$ cat config.mk
export PLATFORM = sky130hd
export DESIGN_NAME = tcw_ctrl
export DESIGN_NICKNAME = d
export VERILOG_FILES = /design/src/rtl/tcw_pkg.sv /design/src/rtl/tcw_ctrl.sv
export SDC_FILE = /design/constraint.sdc
export NUM_CORES = 1
export LEC_CHECK = 0
export ABC_AREA = 1
export BUFFER_PORTS_ARGS = -buffer_cell sky130_fd_sc_hd__clkbuf_2
export CAP_MARGIN = 20
export CORE_AREA = 2 2 39 41
export CTS_CLUSTER_DIAMETER = 100
export DETAILED_ROUTE_END_ITERATION = 12
export DIE_AREA = 0 0 41 43
export GPL_ROUTABILITY_DRIVEN = 0
export PLACE_DENSITY = 0.56
export SETUP_SLACK_MARGIN = 0.3
export SLEW_MARGIN = 20
export SYNTH_ARGS = -nofsm -noshare
export SYNTH_HDL_FRONTEND = slang
export SYNTH_SLANG_ARGS = --single-unit
$ cat constraint.sdc
create_clock -name clk -period 1.27 [get_ports clk]
set_clock_uncertainty 0.05 [all_clocks]
set_input_delay 0.0635 -clock clk [delete_from_list [all_inputs] [get_ports clk]]
set_output_delay 0.0635 -clock clk [all_outputs]
set_load 0.005 [all_outputs]
$ cat src/rtl/tcw_pkg.sv
// ----------------------------------------------------------------------------
// tcw_pkg
// Shared constants and controller/datapath interface types for the text
// console character writer.
// ----------------------------------------------------------------------------
package tcw_pkg;

	localparam int COLUMNS = 80;
	localparam int ROWS    = 25;
	localparam int CELLS   = COLUMNS * ROWS;

	localparam int COL_W  = 7;
	localparam int ROW_W  = 5;
	localparam int LOC_W  = 11;
	localparam int CHAR_W = 8;
	localparam int ATTR_W = 8;
	localparam int CELL_W = 16;

	localparam logic [LOC_W-1:0]  CELLS_L      = LOC_W'(CELLS);
	localparam logic [LOC_W-1:0]  COLUMNS_L    = LOC_W'(COLUMNS);
	localparam logic [LOC_W-1:0]  COPY_LAST_L  = LOC_W'(CELLS - COLUMNS - 1);
	localparam logic [LOC_W-1:0]  CELL_LAST_L  = LOC_W'(CELLS - 1);
	localparam logic [LOC_W-1:0]  LAST_ROW_LOC = LOC_W'((ROWS - 1) * COLUMNS);
	localparam logic [COL_W-1:0]  COL_LAST     = COL_W'(COLUMNS - 1);
	localparam logic [ROW_W-1:0]  ROW_LAST     = ROW_W'(ROWS - 1);

	localparam logic [CHAR_W-1:0] BLANK_CHAR   = 8'h20;
	localparam logic [CHAR_W-1:0] NEWLINE_CHAR = 8'h0A;
	localparam logic [ATTR_W-1:0] ATTR_RESET   = 8'h0F;

	localparam logic OP_PUT  = 1'b0;
	localparam logic OP_READ = 1'b1;

	typedef struct packed {
		logic in_load;
		logic put_exec;
		logic rd_issue;
		logic sweep_clr;
		logic clr_wr;
		logic copy_rd;
		logic blank_wr;
		logic out_load;
	} tcw_cmd_t;

	typedef struct packed {
		logic op_read;
		logic scroll_need;
		logic sweep_copy_last;
		logic sweep_last;
	} tcw_sts_t;

endpackage

$ cat src/rtl/tcw_ctrl.sv
// ----------------------------------------------------------------------------
// tcw_ctrl
// Controller: clearing pass after reset, item sequencing, scroll sweep and
// output item handshake.
// ----------------------------------------------------------------------------
module tcw_ctrl
	import tcw_pkg::*;
(
	input  logic     clk,
	input  logic     arst_n,
	input  logic     in_valid,
	output logic     in_stall,
	output logic     out_valid,
	input  logic     out_stall,
	input  tcw_sts_t sts,
	output tcw_cmd_t cmd
);

	typedef enum logic [2:0] {
		ST_CLEAR,
		ST_IDLE,
		ST_EXEC,
		ST_COPY,
		ST_DRAIN,
		ST_BLANK,
		ST_FIN
	} state_t;

	state_t state_q;
	logic   out_free;

	assign in_stall = (state_q != ST_IDLE);
	assign out_free = !out_valid || !out_stall;

	always_comb begin
		cmd = '0;
		unique case (state_q)
			ST_CLEAR: cmd.clr_wr = 1'b1;
			ST_IDLE:  cmd.in_load = in_valid;
			ST_EXEC: begin
				if (sts.op_read) begin
					cmd.rd_issue = 1'b1;
				end else begin
					cmd.put_exec  = 1'b1;
					cmd.sweep_clr = sts.scroll_need;
				end
			end
			ST_COPY:  cmd.copy_rd = 1'b1;
			ST_DRAIN: cmd = '0;
			ST_BLANK: cmd.blank_wr = 1'b1;
			ST_FIN:   cmd.out_load = out_free;
			default:  cmd = '0;
		endcase
	end

	always_ff @(posedge clk or negedge arst_n) begin
		if (!arst_n) begin
			state_q   <= ST_CLEAR;
			out_valid <= 1'b0;
		end else begin
			if (cmd.out_load) begin
				out_valid <= 1'b1;
			end else if (!out_stall) begin
				out_valid <= 1'b0;
			end
			unique case (state_q)
				ST_CLEAR: begin
					if (sts.sweep_last) begin
						state_q <= ST_IDLE;
					end
				end
				ST_IDLE: begin
					if (in_valid) begin
						state_q <= ST_EXEC;
					end
				end
				ST_EXEC: begin
					if (!sts.op_read && sts.scroll_need) begin
						state_q <= ST_COPY;
					end else begin
						state_q <= ST_FIN;
					end
				end
				ST_COPY: begin
					if (sts.sweep_copy_last) begin
						state_q <= ST_DRAIN;
					end
				end
				ST_DRAIN: state_q <= ST_BLANK;
				ST_BLANK: begin
					if (sts.sweep_last) begin
						state_q <= ST_FIN;
					end
				end
				ST_FIN: begin
					if (out_free) begin
						state_q <= ST_IDLE;
					end
				end
				default: state_q <= ST_CLEAR;
			endcase
		end
	end

endmodule

# Word-level counts from Yosys, hierarchy flattened
# Cells that the tools add are included.
[totals] reg_bits=4 wordCells=40
[classes] eq_ne=13 muxes=18 reduce_logical=7
[ops] op="$mux 3" count=7
[ops] op="$pmux 3 s7" count=1
[ops] op="$mux 1" count=10
[ops] op="$ne 2x2->1 const B" count=5
[ops] op="$eq 3x3->1 const B" count=3
[ops] op="$eq 3x2->1 const B" count=2
[ops] op="$reduce_and 5->1" count=1
[ops] op="$eq 3x1->1 const B" count=1
[ops] op="$logic_not 1->1" count=3
[ops] op="$logic_not 3->1" count=1
[ops] op="$ne 3x1->1 const B" count=1
[ops] op="$ne 2x1->1 const B" count=1
[ops] op="$logic_and 1x1->1" count=1
[ops] op="$logic_or 1x1->1" count=1

# Longest topological paths before layout
# Gate-level depths: netlist of the first run.
[depth] word_depth=4 depth_mapped=8 depth_no_buf=7

# Worst setup path before layout of the first run
# No wires, ideal clock.
[synth_path] path_type="register to register" from="register state_q[0]" to="register state_q[0]" setup_ns=0.116 arrival_ns=0.955 t_required_ns=1.104 setup_slack_ns=0.149 path_stages_with_launch=8 path_buffers=1 period_less_slack_ns=1.121 cell_sequence="dfrtp_1 > buf_4 > nor2_1 > nand3_2 > nand2_1 > nor2_2 > nand3_1 > nand2_1"
[synth_via] elab_chain_len=3 word_cells_on_any_way=14 classes_between="eq/ne (11); mux (1); reduce/logical (2)"
[synth_rtl] item="from (decl)" line="tcw_ctrl.sv:29" source="state_t state_q;"
[synth_rtl] item="from (signal assigned)" line="tcw_ctrl.sv:58" source="state_q <= ST_CLEAR;"
[synth_rtl] item="from (signal assigned)" line="tcw_ctrl.sv:69" source="state_q <= ST_IDLE;"
[synth_rtl] item="from (signal assigned)" line="tcw_ctrl.sv:74" source="state_q <= ST_EXEC;"
[synth_rtl] item="$eq 3x3->1, or another cell as far along" line="tcw_ctrl.sv:66" source="unique case (state_q)"
[synth_rtl] item="$ne 2x2->1 (no line)"
[synth_rtl] item="$reduce_and 5->1 (no line)"
# Parallel ways exist; a longest one is shown, timed or not.
# A chain may end at the register's enable or synchronous reset.

==> run metrics, run 1 <==
element type at the critical path end primary output; Cells after Synth 62; overall via count from detail_route 529; n_diodes 0; post-route ant nets 0; Power Dens Cells 2370 mW/mm^2; clk_lat worst skew 0.24 ns; Max Slew Vio Count 0; violated checks setup timing; Worst Tran Pin Value ~0.18 ns; CP max FO 5; worst hold path class in -> reg; final worst slack -0.0297 ns; first-pass GRT wire length 1.84 mm; initial DRC count 18; switching power 724 uW; Reg clk slew, reported paths 0.04 ns; die footprint 0.00176 sq mm; Cell Area, Synth roughly 370 sq um; max-cap violation count 0; final setup vio count 5; pin count of the biggest net entering global routing 9; TritonCTS clock tree yes; Yosys cell types 14; Post-route DRC 0; post-route insts no fill 112; H-tree Lvls 1; clock power share 0.104; 1st-pass router iterations 4; status finished, violations left; final hold slack approximately 0.065 ns; DP HPWL 860 microns; Die X 41 microns; die height 43 microns; post-synthesis sequential area ratio 0.271; total power 1560 uW; Via density 4.72; # IOs 18; Synth area leader dfrtp_1; # clock sinks 4; row cnt 14; I/O Buffers 17; GR Util All Layers 0.154; starting density of the core 0.267; synthesized flop and latch total 4; crit path DAT 1.19 ns; placed cells 100; synthesized area per cell 5.95 sq um; fmax 769 MHz; worst path required time 1.16 ns; fin crit period 1.30 ns; Wirelength per Cell 10.8 microns; sw frac 0.465; Max VDD drop around 0.00084 V; Routed WL 1.21 mm; register share of total power 0.205; Yosys top cell area share 0.271; initial antenna violation count 0; Synth Warn # 0; Root Driver clkbuf_4; Final period util 1.02; Max Buffers Root-to-Sink 2; Num CTS Buffers 3; post-synth net total 70; most frequent cells in the layout 14 x clkbuf_2, 12 x nand2_1, 12 x buf_4, 8 x nand3_1, 7 x inv_1; Critical Path Start Type flip-flop; total congestion overflow 0; vias in the first global route about 420; RSZ-0062 raised after global routing true; area added between synthesis and finish 78.3%; Comb pwr share 0.691; fraction of layout cells with a size suffix above 1 0.573; ranking of synthesized cells by area dfrtp_1 27%, nand2_1 16%, nand3_1 14%; commonest non-fill, non-tap cell in the layout clkbuf_2; Core Area roughly 0.0014 sq mm; critical path class reg -> out; Pint around 830 uW; Final #Nets roughly 110; Slew HR 0.879; final hold violations 0; leakage power 0.000383 uW
-- registers in the layout (all words and copies together), names as in the netlist --
| register | flops |
|---|---|
| state_q | 3 |
| out_valid | 1 |
-- path summary, 6_finish.rpt --
check | cells past startpoint | endpoint | startpoint | slack [ns]
max reg2reg | 8 | state_q[0] | state_q[0] | 0
min | 3 | out_valid | out_stall | 0.06
min reg2reg | 2 | out_valid | out_valid | 0.52
min in group asynchronous | 2 | state_q[2] | arst_n | 0.11
max | 5 | cmd[4] | state_q[0] | -0.03
max in group asynchronous | 2 | state_q[1] | arst_n | 0.91
-- synth_stat cells (all sizes together) --
| cell | instances |
|---|---|
| nand2 | 16 |
| buf | 1 |
| nand3 | 12 |
| a21oi | 1 |
| nand4 | 1 |
| nor2 | 13 |
| dfrtp | 4 |
| o21ai | 3 |
| a31oi | 1 |
| inv | 10 |
-- cell type report --
type / count / area (sq um)
Tap cell: 16 / 20.0
Clock buffer: 3 / 22.5
Multi-Input combinational cell: 47 / 259
Inverter: 10 / 45.0
Fill cell: 146 / 726
Sequential cell: 4 / 104
Timing Repair Buffer: 32 / 208
-- per-stage QoR --
step / utilization / setup TNS [ns] / cell area, sq um / setup slack, ns
final: 0.476 / -0.113 / 658 / -0.0297
after global routing: 0.476 / -0.639 / 658 / -0.0903
after CTS: 0.456 / -0.107 / 631 / -0.0428
after detailed placement: 0.386 / 0 / 534 / 0.0704
after global placement: 0.386 / 0 / 534 / 0.0763
after floorplan: - / 0 / 395 / 0.209
-- what timing repair did --
item,4_1_cts,5_1_grt
setup buffers,7,1
hold buffers,1,0
endpoints found under the setup margin,12,12
gates resized for setup,4,10
pin swaps,3,5
endpoints found under the hold margin,4,0
-- critical path, stage by stage, from the launching register on --
cell,delay [ns]
dfrtp_2,0.44
buf_6,0.14
nor2_4,0.09
nand2_2,0.09
nor2_2,0.08
clkbuf_2,0.11
-- kinds of logic (layout without fill, tap and decap cells) --
logic type,after synthesis,after routing,share of synthesized area
AO/OA/AOI/OAI,5,5,0.0712
buffers and inverters,11,45,0.129
flip-flops,4,4,0.271
AND/OR/NAND/NOR,42,42,0.529
-- metal layers --
layer / GRT usage / routed length, microns
met1: 0.204 / 516
met5: 0 / 0
met2: 0.228 / 600
met4: 0.0667 / 17
met3: 0.0366 / 74
-- power by group through the flow --
stage / sequential, uW / combinational [uW] / clock [uW]
2_1_floorplan: 281 / 565 / 0
5_1_grt: 328 / 1200 / 174
3_5_place_dp: 323 / 826 / 0
6_report: 320 / 1080 / 162
3_3_place_gp: 315 / 829 / 0
4_1_cts: 308 / 1010 / 170
Note: power is estimated with default switching activity, not from simulation.
==> run 2: changes to the inputs <==
--- a/config.mk
+++ b/config.mk
@@ -7,7 +7,7 @@
 export LEC_CHECK = 0
 export ABC_AREA = 1
 export BUFFER_PORTS_ARGS = -buffer_cell sky130_fd_sc_hd__clkbuf_2
-export CAP_MARGIN = 20
+export CAP_MARGIN = 30
 export CORE_AREA = 2 2 39 41
 export CTS_CLUSTER_DIAMETER = 100
 export DETAILED_ROUTE_END_ITERATION = 12
==> constraint.sdc (replaced) <==
create_clock -name clk -period 1.27 [get_ports clk]
set_clock_uncertainty 0.05 [all_clocks]
set_input_delay 0.0635 -clock clk [delete_from_list [all_inputs] [get_ports clk]]
set_output_delay 0.0635 -clock clk [all_outputs]
set_load 0.01 [all_outputs]
==> run 2 against run 1 <==
Compared with the run above:
- the flow still finishes with violations (setup timing)
- critical path depth is 3 higher
- clock-buffer cell count up 1
- cell count stayed put
- sequential power rose by 2%
- wire length shrank 0.91%
- maximum frequency is 2.2% lower
- first-iteration DRC count fell by 44%
- utilization grew 3.7 points
- highest routed layer is now met3
- die area unchanged
- worst setup slack got worse by 0.030 ns
==> run metrics, run 2 (synthesis gave the netlist of run 1 again) <==
wl on met1 525 microns; H-tree Lvls 1; Crit-path slowest cell dfrtp_2; Critical Path Start Type flip-flop; Wirelength per Cell about 11 microns; worst path required time around 1.3 ns; die height 43 microns; fmax ~750 MHz; Core Area 0.00138 sq mm; Max VDD drop 0.000922 V; row cnt 14; CP cell instances buf_6 > buf_4 > nand3_4 > nor2_1 > nor2_1 > nand3_1 > nand2_1 > nand2_1; Worst Setup SP state_q[0]; area added between synthesis and finish 92.2%; Max Buffers Root-to-Sink 2; Die X 41 microns; min-delay src out_stall; final hold slack ~0.063 ns; starting density of the core 0.267; leakage power between 0.0003 and 0.0004 uW; max incr delay on CP 0.44 ns; worst reg-to-reg setup slack -0.06 ns; RR Endpoint state_q[0]; vias in the first global route 461; total congestion overflow 0; area of the multi-input gates 284 sq um; RSZ-0062 raised after global routing true; Routed WL 1.20 mm; Max Slew Vio Count 0; crit path DAT roughly 1.4 ns; final hold violations 0; critical path class reg -> reg; biggest regs state_q (3), out_valid (1); most frequent cells in the layout 11 x nand2_1, 10 x clkbuf_2, 8 x nand3_1, 8 x buf_4, 7 x inv_1; DP HPWL 820 microns; Num CTS Buffers 3; Power Dens Cells 2450 mW/mm^2; post-route ant nets 0; fraction of layout cells with a size suffix above 1 0.573; worst r2r path cells 8; flip-flop and latch area 104 sq um; I/O Buffers 17; violated checks setup timing; GR Util All Layers 0.156; Biggest register state_q; clk_lat worst skew ~0.24 ns; status finished, violations left; Post-route DRC 0; end of the critical path state_q[0]; CP max FO 4; die footprint 0.00176 sq mm; Final #Nets 105; overall via count from detail_route between 500 and 600; element type at the critical path end flip-flop; fin crit period approximately 1.3 ns; Via density 4.69; WL met2 around 600 microns; Final period util 1.05; max-cap violation count 0; first-pass GRT wire length around 1.9 mm; pin count of the biggest net entering global routing 10; worst hold path class in -> reg; CP bufs+invs 2; Slew HR 0.869; final worst slack -0.0594 ns; n_diodes 0; r2r startpoint state_q[0]; DR WL met3 ~60 microns; final setup vio count 7; fill count 139; placed cells 99; initial DRC count 10; Worst Tran Pin Value 0.197 ns; post-route insts no fill approximately 110; commonest non-fill, non-tap cell in the layout nand2_1; # clock sinks 4; # IOs 18; final core occ 0.513; Reg clk slew, reported paths 0.04 ns; top sig layer met3; TritonCTS clock tree yes; 1st-pass router iterations 4; Top Family by Delay on Critical Path simple AND/OR/NAND/NOR gates; critical path depth 8; initial antenna violation count 0; max FFs per register 3; Root Driver clkbuf_4
-- run 2: worst reg2reg max path, stage by stage, from the launching register on --
cell	delay, ns
dfrtp_2	0.44
buf_6	0.14
buf_4	0.13
nand3_4	0.09
nor2_1	0.05
nor2_1	0.11
nand3_1	0.10
nand2_1	0.07
nand2_1	0.05
-- run 2: how the worst min path moves through the flow --
stage	end	slack [ns]	cells after the start
global placement	out_valid	-0.17	1
global route	out_valid	0.1	3
detailed placement	out_valid	-0.18	1
CTS	out_valid	0.05	3
floorplan	out_valid	-0.28	0
finish	out_valid	0.06	3
-- run 2: through the flow --
stage	total power [uW]	area (sq um)	setup slack, ns	setup TNS, ns
floorplan	926	408	0.207	0
global placement	1240	552	0.0601	0
detailed placement	1240	552	0.0419	0
CTS	1660	683	-0.0521	-0.241
global route	1890	709	-0.120	-0.876
finish	1740	709	-0.0594	-0.253
-- run 2: timing repair --
item / CTS / global route
gates resized for setup: 10 / 13
buffers inserted: 8 / 0
pin swaps: 3 / 1
hold buffers: 1 / 0
endpoints found under the setup margin: 12 / 12
endpoints found under the hold margin: 4 / 0
-- run 2: per-layer routing --
metal | GRT usage | vias up
li1 | - | 265
met1 | 0.192 | 239
met2 | 0.253 | 21
met3 | 0.0471 | 0
met4 | 0.0400 | 0
met5 | 0 | -
-- run 2: area by class of cell --
| cell class | instances | share of cell area |
|---|---|---|
| sequential | 4 | 0.146 |
| tap | 16 | 0.0282 |
| inverter | 10 | 0.0600 |
| clock buffer | 4 | 0.0370 |
| multi-input combinational | 47 | 0.400 |
| timing repair buffer | 31 | 0.328 |
-- run 2: report_power, final --
part	total (uW)	switching, uW	internal, uW
sequential	327	123	203
combinational	1240	626	610
clock	176	57.5	118
==> run 3: changes to the inputs <==
==> constraint.sdc (replaced) <==
create_clock -name clk -period 1.27 [get_ports clk]
set_clock_uncertainty 0.05 [all_clocks]
set_input_delay 0 -clock clk [delete_from_list [all_inputs] [get_ports clk]]
set_output_delay 0 -clock clk [all_outputs]
set_load 0.01 [all_outputs]
==> run 3 against run 2 <==
Compared with the run above:
- the flow finishes with violations (hold timing, setup timing)
- cell count grew 3.6%
- total power grew 16%
- sequential cell count is the same
- global-route usage grew 1.8 points
- critical path depth shrank 2
- die area is the same
- non-clock buffer count grew 4
- utilization grew 6.0 points
- clock-buffer cell count is the same
==> run metrics, run 3 (synthesis gave the netlist of run 1 again) <==
Core Area 0.00138 sq mm; # IOs 18; violated checks hold timing, setup timing; Final #Nets 109; worst hold path class in -> reg; Via density roughly 4.9; placed cell area roughly 560 sq um; Routed WL 1.32 mm; design area 792 sq um; Reg clk slew, reported paths 0.04 ns; overall via count from detail_route 568; H-tree Lvls 1; critical path class reg -> out; initial antenna violation count 0; fraction of layout cells with a size suffix above 1 0.640; status finished, violations left; 1st-pass router iterations 5; biggest regs state_q (3), out_valid (1); worst r2r path cells 8; Place WS 0.0462 ns; post-route insts no fill about 120; max-cap violation count 0; Power Dens Cells 2550 mW/mm^2; area added between synthesis and finish 115%; Worst Hold End out_valid; n_diodes 0; final worst slack -0.0557 ns; total congestion overflow 0; most used cell along the critical path buf_6; RSZ-0062 raised after global routing true; initial DRC count 21; max incr delay on CP 0.40 ns; Num CTS Buffers 3; TNS Setup -0.219 ns; Crit-path slowest cell dfrtp_1; crit path DAT 1.28 ns; Slew HR 0.837; final setup vio count 7; DP HPWL a little over 800 microns; vias in the first global route 511; GR Util All Layers 0.174; first-pass GRT wire length 2.07 mm; hold path cells 3; fin crit period 1.33 ns; final hold slack -0.0129 ns; Die X 41 microns; I/O Buffers 17; die footprint 0.00176 sq mm; Wirelength per Cell 11.3 microns; Post-route DRC 0; Max Buffers Root-to-Sink 2; die height approximately 43 microns; # clock sinks 4; final hold violations 1; Max Slew Vio Count 0; worst path required time ~1.2 ns; min-delay src out_stall; fmax approximately 750 MHz; post-route ant nets 0; Biggest register state_q; CP cell instances buf_6 > nor2_4 > nand2_2 > buf_6 > nor2_2 > buf_2; leakage power 0.000434 uW; CP max FO 3; placed cells 100; Worst Tran Pin Value about 0.24 ns; Final period util 1.04; pin count of the biggest net entering global routing 10; most frequent cells in the layout 10 x nand2_1, 10 x buf_4, 9 x buf_6, 8 x clkbuf_2; TritonCTS clock tree yes; clk_lat worst skew 0.24 ns; RR Endpoint state_q[2]; worst reg-to-reg setup slack -0.01 ns; element type at the critical path end primary output; max FFs per register 3; Critical Path Start Type flip-flop; Max VDD drop 0.000874 V; Root Driver clkbuf_4; row cnt 14; r2r startpoint state_q[0]; starting density of the core 0.267
==> run 3: worst max-delay path: cells and delay by family, from the launching register on <==
| kind | cells | cell delay, ns |
|---|---|---|
| flops | 1 | 0.40 |
| buf+inv | 3 | 0.37 |
| simple gates | 3 | 0.25 |
==> run 3: repair_timing <==
| item | 4_1_cts | 5_1_grt |
|---|---|---|
| endpoints found under the setup margin | 12 | 13 |
| gates cloned | 0 | 0 |
| pin swaps | 5 | 8 |
| resized for setup | 18 | 20 |
| buffers inserted | 10 | 1 |
| endpoints found under the hold margin | 5 | 0 |
| hold buffers | 1 | 0 |
==> run 3: power by group <==
group	total [uW]	switching, uW	internal, uW
Combinational	1550	798	756
Sequential	282	81.4	200
Clock	184	64.8	119
Total	2020	944	1070
==> run 3: worst max path at each step <==
stage | depth (start not counted) | to | start
finish | 6 | cmd[5] | state_q[0]
global route | 6 | cmd[5] | state_q[0]
CTS | 6 | cmd[5] | state_q[0]
detailed placement | 7 | state_q[1] | state_q[0]
global placement | 7 | state_q[1] | state_q[0]
floorplan | 7 | state_q[0] | state_q[0]
==> run 3: area by class of cell <==
class | count | area, sq um
timing repair buffer | 35 | 277
fill | 122 | 592
tap | 16 | 20.0
multi-input combinational | 47 | 319
sequential | 4 | 103
clock buffer | 4 | 26.3
inverter | 10 | 47.5
==> run 3: layer usage <==
metal,global-route usage,up-vias,share of wire
li1,-,274,-
met1,0.192,251,0.37
met2,0.284,39,0.51
met3,0.0838,4,0.11
met4,0.0467,0,0.0068
met5,0,-,0
==> run 3: stage by stage <==
| stage | utilization | power, uW | hold slack (ns) |
|---|---|---|---|
| finish | 0.572 | 2020 | -0.0129 |
| global route | 0.572 | 2160 | 0.000272 |
| CTS | 0.537 | 1850 | -0.0202 |
| detailed placement | 0.404 | 1260 | -0.237 |
| global placement | 0.404 | 1260 | -0.239 |
| floorplan | - | 926 | -0.346 |
